`src/sv/spfl_pkg.sv`:
```
// Shared constants for the slot pool free-list allocator.
// Pool geometry, derived index widths and command codes.
// Depends on nothing; used by the top level by scoped names.
package spfl_pkg;

	localparam int POOL_SIZE = 64;
	localparam int SLOT_W    = $clog2(POOL_SIZE);
	// One more bit than a slot index so that POOL_SIZE itself marks the empty list.
	localparam int LINK_W    = SLOT_W + 1;
	localparam int POS_W     = 16;
	localparam int KEY_W     = 3 * POS_W;
	localparam int CMD_W     = 2;
	localparam int APB_AW    = 3;
	localparam int APB_DW    = 32;

	localparam logic [CMD_W-1:0] CMD_ALLOC   = 2'd0;
	localparam logic [CMD_W-1:0] CMD_RELEASE = 2'd1;
	localparam logic [CMD_W-1:0] CMD_FIND    = 2'd2;

endpackage

```
`src/sv/slot_pool_free_list_with_key_lookup_top.sv`:
```
// Slot pool allocator: LIFO free list, per-slot active bit and 48-bit position key.
// Allocate passes ST_LINK then ST_RESP; release or a rejected command goes straight to ST_RESP;
// find walks the slots from zero in ST_SCAN until a hit or the end of the pool, and the position
// memory port reads one slot a cycle. A command is taken only in ST_IDLE, once the last is through.
// Reset: asynchronous, active low; pool_entries is 64, slots 0..n-1 chained, none active.
// Link entries not written since the last rebuild read as their chained default, so no sweep.
// Depends on spfl_pkg.
module slot_pool_free_list_with_key_lookup_top (
	input  logic                                clk,
	input  logic                                arst_n,
	input  logic                                psel,
	input  logic                                penable,
	input  logic                                pwrite,
	input  logic [spfl_pkg::APB_AW-1:0]         paddr,
	input  logic [spfl_pkg::APB_DW-1:0]         pwdata,
	output logic [spfl_pkg::APB_DW-1:0]         prdata,
	output logic                                pready,
	input  logic                                in_valid,
	output logic                                in_ready,
	input  logic [spfl_pkg::CMD_W-1:0]          command,
	input  logic signed [spfl_pkg::POS_W-1:0]   pos_x,
	input  logic signed [spfl_pkg::POS_W-1:0]   pos_y,
	input  logic signed [spfl_pkg::POS_W-1:0]   pos_z,
	input  logic [spfl_pkg::SLOT_W-1:0]         slot_in,
	output logic                                out_valid,
	input  logic                                out_ready,
	output logic                                ok,
	output logic [spfl_pkg::SLOT_W-1:0]         slot_out
);

	typedef enum logic [3:0] {
		ST_IDLE = 4'b0001,
		ST_LINK = 4'b0010,
		ST_SCAN = 4'b0100,
		ST_RESP = 4'b1000
	} state_t;

	localparam logic [spfl_pkg::LINK_W-1:0] EMPTY = spfl_pkg::LINK_W'(spfl_pkg::POOL_SIZE);

	state_t                              state_q;
	logic [spfl_pkg::LINK_W-1:0]         pool_entries_q;
	logic [spfl_pkg::LINK_W-1:0]         free_head_q;
	logic [spfl_pkg::POOL_SIZE-1:0]      active_q;
	logic [spfl_pkg::POOL_SIZE-1:0]      link_valid_q;
	logic [spfl_pkg::SLOT_W-1:0]         scan_q;
	logic [spfl_pkg::KEY_W-1:0]          key_q;
	logic                                res_ok_q;
	logic [spfl_pkg::SLOT_W-1:0]         res_slot_q;
	logic                                out_valid_q;
	logic                                ok_q;
	logic [spfl_pkg::SLOT_W-1:0]         slot_out_q;

	logic [spfl_pkg::LINK_W-1:0]         link_mem [spfl_pkg::POOL_SIZE];
	logic [spfl_pkg::KEY_W-1:0]          pos_mem  [spfl_pkg::POOL_SIZE];
	logic [spfl_pkg::LINK_W-1:0]         link_rdata_q;
	logic [spfl_pkg::KEY_W-1:0]          pos_rdata_q;

	logic                                in_fire;
	logic                                cfg_wr;
	logic [spfl_pkg::LINK_W-1:0]         cfg_raw;
	logic [spfl_pkg::LINK_W-1:0]         cfg_sat;
	logic                                pool_empty;
	logic                                rel_ok;
	logic                                pos_we;
	logic                                link_we;
	logic [spfl_pkg::SLOT_W-1:0]         pos_raddr;
	logic [spfl_pkg::LINK_W-1:0]         scan_next;
	logic                                scan_hit;
	logic [spfl_pkg::LINK_W-1:0]         succ;
	logic [spfl_pkg::LINK_W-1:0]         link_dflt;
	logic                                out_load;

	// Configuration port.
	assign pready  = 1'b1;
	assign cfg_wr  = psel && penable && pwrite && pready && !paddr[2];
	assign cfg_raw = pwdata[spfl_pkg::LINK_W-1:0];
	always_comb begin
		priority if (cfg_raw == '0) begin
			cfg_sat = spfl_pkg::LINK_W'(1);
		end else if (cfg_raw > EMPTY) begin
			cfg_sat = EMPTY;
		end else begin
			cfg_sat = cfg_raw;
		end
	end
	assign prdata = {{(spfl_pkg::APB_DW-spfl_pkg::LINK_W){1'b0}}, pool_entries_q};

	assign in_ready   = (state_q == ST_IDLE);
	assign in_fire    = in_valid && in_ready;
	assign pool_empty = (free_head_q == EMPTY);
	assign rel_ok     = ({1'b0, slot_in} < pool_entries_q) && active_q[slot_in];

	assign pos_we    = in_fire && (command == spfl_pkg::CMD_ALLOC) && !pool_empty;
	assign link_we   = in_fire && (command == spfl_pkg::CMD_RELEASE) && rel_ok;
	assign scan_next = {1'b0, scan_q} + spfl_pkg::LINK_W'(1);
	// While idle the first scan read is already issued at slot zero.
	assign pos_raddr = (state_q == ST_SCAN) ? scan_next[spfl_pkg::SLOT_W-1:0] : '0;
	assign scan_hit  = active_q[scan_q] && (pos_rdata_q == key_q);

	// A link never written since the last rebuild holds its chained default.
	assign succ      = {1'b0, res_slot_q} + spfl_pkg::LINK_W'(1);
	assign link_dflt = (succ < pool_entries_q) ? succ : EMPTY;

	assign out_load = (state_q == ST_RESP) && (!out_valid_q || out_ready);

	always_ff @(posedge clk) begin
		if (pos_we) begin
			pos_mem[free_head_q[spfl_pkg::SLOT_W-1:0]] <= {pos_x, pos_y, pos_z};
		end
		pos_rdata_q <= pos_mem[pos_raddr];
	end

	always_ff @(posedge clk) begin
		if (link_we) begin
			link_mem[slot_in] <= free_head_q;
		end
		link_rdata_q <= link_mem[free_head_q[spfl_pkg::SLOT_W-1:0]];
	end

	always_ff @(posedge clk) begin
		if (in_fire) begin
			key_q <= {pos_x, pos_y, pos_z};
		end
	end

	always_ff @(posedge clk or negedge arst_n) begin
		if (!arst_n) begin
			state_q        <= ST_IDLE;
			pool_entries_q <= EMPTY;
			free_head_q    <= '0;
			active_q       <= '0;
			link_valid_q   <= '0;
			scan_q         <= '0;
			res_ok_q       <= 1'b0;
			res_slot_q     <= '0;
		end else begin
			if (cfg_wr) begin
				pool_entries_q <= cfg_sat;
				free_head_q    <= '0;
				active_q       <= '0;
				link_valid_q   <= '0;
			end
			unique case (state_q)
				ST_IDLE: begin
					if (in_fire) begin
						res_ok_q   <= 1'b0;
						res_slot_q <= '0;
						state_q    <= ST_RESP;
						unique case (command)
							spfl_pkg::CMD_ALLOC: begin
								if (!pool_empty) begin
									active_q[free_head_q[spfl_pkg::SLOT_W-1:0]] <= 1'b1;
									res_ok_q   <= 1'b1;
									res_slot_q <= free_head_q[spfl_pkg::SLOT_W-1:0];
									state_q    <= ST_LINK;
								end
							end
							spfl_pkg::CMD_RELEASE: begin
								if (rel_ok) begin
									link_valid_q[slot_in] <= 1'b1;
									active_q[slot_in]     <= 1'b0;
									free_head_q           <= {1'b0, slot_in};
									res_ok_q              <= 1'b1;
									res_slot_q            <= slot_in;
								end
							end
							spfl_pkg::CMD_FIND: begin
								scan_q  <= '0;
								state_q <= ST_SCAN;
							end
							default: begin
							end
						endcase
					end
				end
				ST_LINK: begin
					free_head_q <= link_valid_q[res_slot_q] ? link_rdata_q : link_dflt;
					state_q     <= ST_RESP;
				end
				ST_SCAN: begin
					priority if (scan_hit) begin
						res_ok_q   <= 1'b1;
						res_slot_q <= scan_q;
						state_q    <= ST_RESP;
					end else if (scan_next >= pool_entries_q) begin
						state_q <= ST_RESP;
					end else begin
						scan_q <= scan_next[spfl_pkg::SLOT_W-1:0];
					end
				end
				ST_RESP: begin
					if (out_load) begin
						state_q <= ST_IDLE;
					end
				end
				default: begin
					state_q <= ST_IDLE;
				end
			endcase
		end
	end

	// Output register: a finished beat waits here while the next item is taken.
	always_ff @(posedge clk or negedge arst_n) begin
		if (!arst_n) begin
			out_valid_q <= 1'b0;
		end else if (out_load) begin
			out_valid_q <= 1'b1;
		end else if (out_ready) begin
			out_valid_q <= 1'b0;
		end
	end

	always_ff @(posedge clk) begin
		if (out_load) begin
			ok_q       <= res_ok_q;
			slot_out_q <= res_slot_q;
		end
	end

	assign out_valid = out_valid_q;
	assign ok        = ok_q;
	assign slot_out  = slot_out_q;

	a_fire_leaves_idle: assert property (@(posedge clk) disable iff (!arst_n)
		in_fire |=> state_q != ST_IDLE)
		else $error("accepted beat did not start processing");

	a_fail_zero_slot: assert property (@(posedge clk) disable iff (!arst_n)
		out_valid_q && !ok_q |-> slot_out_q == '0)
		else $error("failed result carries a nonzero slot");

	a_head_in_pool: assert property (@(posedge clk) disable iff (!arst_n)
		free_head_q != EMPTY |-> free_head_q < pool_entries_q)
		else $error("free list head outside the pool");

	a_alloc_marked: assert property (@(posedge clk) disable iff (!arst_n)
		state_q == ST_LINK |-> active_q[res_slot_q])
		else $error("allocated slot not marked active");

	a_rebuild_head: assert property (@(posedge clk) disable iff (!arst_n)
		cfg_wr |=> free_head_q == '0)
		else $error("rebuild did not reset the free list head");

endmodule
```
`config.mk`:
```
export PLATFORM = sky130hd
export DESIGN_NAME = slot_pool_free_list_with_key_lookup_top
export DESIGN_NICKNAME = d
export VERILOG_FILES = /design/src/sv/spfl_pkg.sv /design/src/sv/slot_pool_free_list_with_key_lookup_top.sv
export SDC_FILE = /design/constraint.sdc
export NUM_CORES = 2
export LEC_CHECK = 0
export BUFFER_PORTS_ARGS = -buffer_cell sky130_fd_sc_hd__clkbuf_2
export CELL_PAD_IN_SITES_DETAIL_PLACEMENT = 0
export CELL_PAD_IN_SITES_GLOBAL_PLACEMENT = 2
export CORE_ASPECT_RATIO = 0.8
export CORE_MARGIN = 1
export CORE_UTILIZATION = 50
export DETAILED_ROUTE_END_ITERATION = 10
export GPL_ROUTABILITY_DRIVEN = 0
export GPL_TIMING_DRIVEN = 0
export PLACE_DENSITY = 0.95
export REMOVE_ABC_BUFFERS = 1
export SLEW_MARGIN = 5
export SYNTH_ARGS = -nofsm -noshare
export SYNTH_HDL_FRONTEND = slang
export SYNTH_SLANG_ARGS = --single-unit
```
`constraint.sdc`:
```
create_clock -name clk -period 14.78 [get_ports clk]
set_input_delay 2.217 -clock clk [delete_from_list [all_inputs] [get_ports clk]]
set_output_delay 2.217 -clock clk [all_outputs]
set_load 0.01 [all_outputs]
```
==> Yosys cells after proc, flatten, opt, wreduce, memory -nomap -nowiden <==
Memory sizes are Yosys's and may differ from the RTL's. A register that Yosys moved wholly into a read port is not among the register bits.
Cells that the tools add are included.
{ "totals": {"register_bits": 215, "mem_bits_rw": 3520, "in_bits": 98, "output_inout_bits": 42, "wordCells": 130, "n_memories": 2} }
{ "mem_list": {"columns": ["name", "depth", "word_bits", "rd", "rd_ports_with_merged_regs", "write_ports", "line_no", "source"], "rows": [
  ["pos_mem", 64, 48, 1, 1, 1, "slot_pool_free_list_with_key_lookup_top.sv:54", "logic [spfl_pkg::KEY_W-1:0] pos_mem [spfl_pkg::POOL_SIZE];"],
  ["link_mem", 64, 7, 1, 1, 1, "slot_pool_free_list_with_key_lookup_top.sv:53", "logic [spfl_pkg::LINK_W-1:0] link_mem [spfl_pkg::POOL_SIZE];"]
]} }
{ "classes": {"n_addsub": 2, "order_cmp": 10, "n_eq_ne": 15, "mux": 61, "bitwise_logic": 4, "reduce_logical": 24} }
{ "ops": {"columns": ["operator", "n"], "rows": [
  ["2-to-1 mux 64 bit", 10],
  ["bitwise OR 64 bit", 2],
  ["case mux 64 bit (2 select lines)", 1],
  ["bitwise AND 64 bit", 1],
  ["NOT 64 bit", 1],
  ["2-to-1 mux 7 bit", 8],
  ["2-to-1 mux 6 bit", 9],
  ["equality test 48 bit", 1],
  ["case mux 6 bit (2 select lines)", 3],
  ["< comparator 6 x 7 -> 1 bit (second input constant)", 4],
  ["2-to-1 mux 4 bit", 5],
  ["binary-select mux 1 bit (select 6 bit)", 3],
  ["case mux 4 bit (4 select lines)", 1],
  ["2-to-1 mux 1 bit", 15],
  ["adder 6 x 1 -> 7 bit (second input constant)", 2],
  ["case mux 7 bit (2 select lines)", 1],
  ["logical AND 1 bit", 13],
  ["demux 1 bit (select 6 bit)", 2],
  ["greater-or-equal comparator 6 x 1 -> 1 bit (second input constant)", 2],
  ["!= test 2 bit (second input constant)", 4],
  ["case mux 4 bit (2 select lines)", 1],
  ["equality test 7 bit (second input constant)", 1],
  ["greater-or-equal comparator 7 bit", 1],
  ["> comparator 7 bit (second input constant)", 1],
  ["18 further kinds", 24]
]} }

==> Depth between registers and ports, before layout <==
{ "logic_depth": {"word_depth": 10, "ltp_mapped": 13, "depth_no_buf": 10} }

==> Least setup slack after synthesis <==
No wires, ideal clock.
{ "synth_path": {"kind": "input port to flip-flop", "from": "in in_valid", "to": "mem pos_mem[10][0] (netlist bit) (enable)", "setup_time_ps": 454, "t_arrival_ps": 6751, "required_ps": 14326, "slack_ps": 7575, "cell_stages": 5, "n_path_buf": 1, "path_cell_list": "nand2_1 inv_1 buf_1 nand2_1 nor2_1"} }
{ "synth_via": {"elab_chain_cells": 5} }
{ "synth_rtl": {"columns": ["element", "line_no", "source"], "rows": [
  ["start, declared", "slot_pool_free_list_with_key_lookup_top.sv:18", "input logic in_valid,"],
  ["logical AND 1 bit", "slot_pool_free_list_with_key_lookup_top.sv:89", "assign in_fire = in_valid && in_ready;"],
  ["named net in_fire", "slot_pool_free_list_with_key_lookup_top.sv:58", "logic in_fire;"],
  ["logical AND 1 bit (2 in series)", "slot_pool_free_list_with_key_lookup_top.sv:93", "assign pos_we = in_fire && (command == spfl_pkg::CMD_ALLOC) && !pool_empty;"],
  ["2-to-1 mux 1 bit", "slot_pool_free_list_with_key_lookup_top.sv:107", "if (pos_we) begin"],
  ["2-to-1 mux 1 bit (implied by the code)", "slot_pool_free_list_with_key_lookup_top.sv:108", "pos_mem[free_head_q[spfl_pkg::SLOT_W-1:0]] <= {pos_x, pos_y, pos_z};"],
  ["end, declared", "slot_pool_free_list_with_key_lookup_top.sv:54", null]
]} }
The timed path passes the listed nets, and every way through them passes these cells.

==> Final worst setup path <==
{ "layout_path": {"from": "in slot_in[1] (netlist bit)", "to": "mem link_mem[50][1] (netlist bit) (enable)"} }
{ "layout_via": {"elab_chain_cells": 6, "elab_cells_between_ends": 7, "cone_classes": "order compare: 1; mux: 4; reduce/logical: 2"} }
{ "layout_rtl": {"columns": ["element", "line_no", "source"], "rows": [
  ["start, declared", "slot_pool_free_list_with_key_lookup_top.sv:24", "input logic [spfl_pkg::SLOT_W-1:0] slot_in,"],
  ["binary-select mux 1 bit (select 6 bit)", "slot_pool_free_list_with_key_lookup_top.sv:91", "assign rel_ok = ({1'b0, slot_in} < pool_entries_q) && active_q[slot_in];"],
  ["2-to-1 mux 1 bit (implied by the code)", "slot_pool_free_list_with_key_lookup_top.sv:91", null],
  ["logical AND 1 bit", "slot_pool_free_list_with_key_lookup_top.sv:91", null],
  ["logical AND 1 bit", "slot_pool_free_list_with_key_lookup_top.sv:94", "assign link_we = in_fire && (command == spfl_pkg::CMD_RELEASE) && rel_ok;"],
  ["2-to-1 mux 1 bit", "slot_pool_free_list_with_key_lookup_top.sv:114", "if (link_we) begin"],
  ["2-to-1 mux 1 bit (implied by the code)", "slot_pool_free_list_with_key_lookup_top.sv:115", "link_mem[slot_in] <= free_head_q;"],
  ["end, declared", "slot_pool_free_list_with_key_lookup_top.sv:53", null]
]} }
Parallel ways exist; a longest one is shown, timed or not. The select of a mux whose other input is x is not followed.

==> reports/metrics.yaml <==
worst_setup_path:
  start_kind: "primary input"
  reg2reg_slack_ps: 9250
  cp_cell_sequence: "clkbuf_2 > nor2b_1 > a221oi_1 > o221a_2 > nand3b_1 > nand4_1 > nand4_1 > nor2_1"
  worstSetupEndpointType: "register"
  crit_arrival_ps: 7160
  crit_top_cell: "nand4_1"
  worstSetupPathType: "primary input to register"
  startpoint: "slot_in[1]"
  regToRegStartpoint: "free_head_q[3]$_DFF_PN0_"
  required_ps: 15280
  critical_path.max_fanout: 29
  max_stage_delay_ps: 1380
  path_buf_inv: 1
  cpMaxStageDelayCell: "nor2_1"
  path_delay_family: "simple AND/OR/NAND/NOR gates"
hold_path:
  hp-start: "link_valid_q[54]$_DFF_PN0_"
  hold_class: "register to register"
grt:
  grt_pass1_vias: 90887
  antenna_found_initial: 14
  grt_overflow: 0
  grt_pass1_wl_um: 620000
  grt_usage_pct: 28.3
  grt_max_degree: 91
clock_tree:
  clockRootBuffer: "clkbuf_16"
  cts_resized: 0
  hold_buffers: 0
  htreeDepth: 5
  cts.path.max_buffers: 4
  cts_made_buffers: 361
  insertion_delay_ps: 930
  clk_pin_slew_worst_paths_ps: 60
  cts.sinks: 3790
  post_cts_buffers: 0
  cts_tree: "done"
timing:
  setup_viol: 0
  holdWs_ps: 471
  finalHoldViolCount: 0
  clock_skew_ps: 81.0
  period_share_pct: 45.0
  layout_min_cycle_time_ps: 6650
  max_slew_margin_pct: -2.10
  fmax_ghz: 0.150
  drv_slew: 10
  rsz0062_at_grt: "false"
  worst_slew_pin_slew_ps: 1520
  tns_ps: 0
outcome:
  violations: "design-rule violations, max-capacitance violations, max-slew violations"
  status: "finished with violations"
die:
  num_rows: 178
  ios: 140
  start_util_pct: 50.3
  die_h_um: 489
  die-area_mm2: 0.298
  die_width_um: 610
  core-area_mm2: 0.294
yosys:
  async_reset_ff_share_pct: 4.22
  synth-seq-area-share_pct: 76.0
  yosys_warnings: 0
  syn-mean-instance-area_um2: 14.9
  ys.flop_type: "edfxtp_1"
  syn_inst: 9926
  synth_edf_count: 3575
  ys_ff_latch: 3790
  synth.distinct_cells: 75
  syn_area_mm2: 0.148
final_layout:
  final-seq-area_mm2: 0.112
  finalNonFillerCells: 14269
  area_growth_pct: 15.2
  final_cell_area_mm2: 0.171
  final_nets: 10124
  final_cell_mix: "edfxtp_1, nand2_1, nand3_1"
  fill_cells: 21337
  multi_input_area_mm2: 0.0329
  final_common_cell: "edfxtp_1"
  drive_gt1_share_pct: 11.9
pwr:
  finalPower_mw: 24.1
  pwr-share-seq_pct: 51.2
  leakage_nw: 54.3
  intPower_mw: 18.1
  comb_power_share_pct: 10.2
  pwr-share-clk_pct: 38.6
  power_switching_mw: 5.98
  pwr_density_cell_mw_per_mm2: 141
  vdd_drop_max_uv: 103
  switching_share_pct: 24.8
flow_run:
  cap_violations: 1
route:
  drcViolationCount: 2
  wire_per_inst_um: 30.3
  ant_nets: 0
  routed_wl_um: 432000
  viasPerCell: 6.61
  num_vias: 94279
  drtIter0Drc: 14462
  first_pass_iters: 11
place:
  dp.final_hpwl_um: 262000
  place_inst: 13603
  placed_area_mm2: 0.159
  io_buffers: 86
==> power groups by stage <==
stage	sequential (mW)	combinational [mW]	clock (mW)
2_1_floorplan	12.6	1.10	0
3_3_place_gp	12.9	2.07	0
3_5_place_dp	12.6	2.37	0
4_1_cts	12.3	2.39	9.35
5_1_grt	12.4	2.58	9.75
6_report	12.4	2.47	9.30
==> cells by family (layout without fill, tap and decap cells) <==
kind of cell / Yosys count / count (layout) / synth area share, %
flops: 3790 / 3790 / 76.0
fa+ha+maj: 20 / 20 / 0.169
xor+xnor: 56 / 56 / 0.331
compound gates: 2050 / 2050 / 10.0
mux: 389 / 389 / 2.91
buf+inv: 810 / 1163 / 2.39
simple gates: 2809 / 2809 / 8.17
other cells: 2 / 32 / 0.00507
==> metrics by stage <==
stage,worst slack (ps),utilization [%]
after floorplan,-41380,-
after global placement,-133440,51.0
after detailed placement,7590,54.0
after CTS,8450,58.0
after global routing,8200,58.0
final,8130,58.0
==> state kept, by name, summed over array words and instances (netlist names), 7 cells and up <==
| signal | count |
|---|---|
| active_q | 64 |
| free_head_q | 7 |
| key_q | 48 |
| link_mem | 448 |
| link_rdata_q | 7 |
| link_valid_q | 64 |
| pool_entries_q | 7 |
| pos_mem | 3072 |
| pos_rdata_q | 48 |
==> worst paths after layout <==
| kind | cells past startpoint | end |
|---|---|---|
| hold / removal | 1 | link_valid_q[54]$_DFF_PN0_ |
| setup / recovery | 8 | link_mem[50][1]$_DFFE_PP_ |
| max in group asynchronous | 2 | link_valid_q[55]$_DFF_PN0_ |
| hold reg to reg | 1 | link_valid_q[54]$_DFF_PN0_ |
| min in group asynchronous | 1 | link_valid_q[11]$_DFF_PN0_ |
| setup reg to reg | 6 | pos_mem[9][0]$_DFFE_PP_ |
==> cells in the mapped netlist, types with 30 or more instances <==
cell / count / area [µm²]
o221ai_1: 772 / 6760
mux2i_1: 339 / 3390
dfxtp_1: 55 / 1100
dfrtp_1: 158 / 3950
a22oi_1: 186 / 1400
a21o_1: 69 / 518
buf_2: 276 / 1380
nor3_1: 62 / 310
a221oi_1: 39 / 342
nand2_1: 1678 / 6300
nor2_1: 103 / 387
clkbuf_1: 421 / 1580
nand3_1: 817 / 4090
a22o_1: 31 / 272
a21oi_1: 417 / 2090
buf_4: 30 / 225
buf_1: 60 / 225
nand4_1: 60 / 375
a31oi_1: 401 / 2510
xnor2_1: 53 / 464
edfxtp_1: 3575 / 107000
o22ai_1: 62 / 388
==> area by class of cell <==
| cell class | count | share of cell area [%] |
|---|---|---|
| Clock buffer | 473 | 5.75 |
| Clock inverter | 187 | 1.15 |
| Tap cell | 3960 | 2.91 |
| Inverter | 18 | 0.0411 |
| Timing Repair Buffer | 485 | 4.88 |
| Sequential cell | 3790 | 66.0 |
| Antenna cell | 6 | 0.00880 |
| Multi-Input combinational cell | 5350 | 19.3 |
==> metal layers <==
layer / part of all wire, % / up-vias / track usage, %
li1: - / 39214 / -
met1: 37 / 46922 / 38.0
met2: 45 / 6835 / 43.6
met3: 14 / 1302 / 7.96
met4: 4.7 / 6 / 12.1
met5: 0.0079 / - / 0
(Power assumes the default switching activity.)
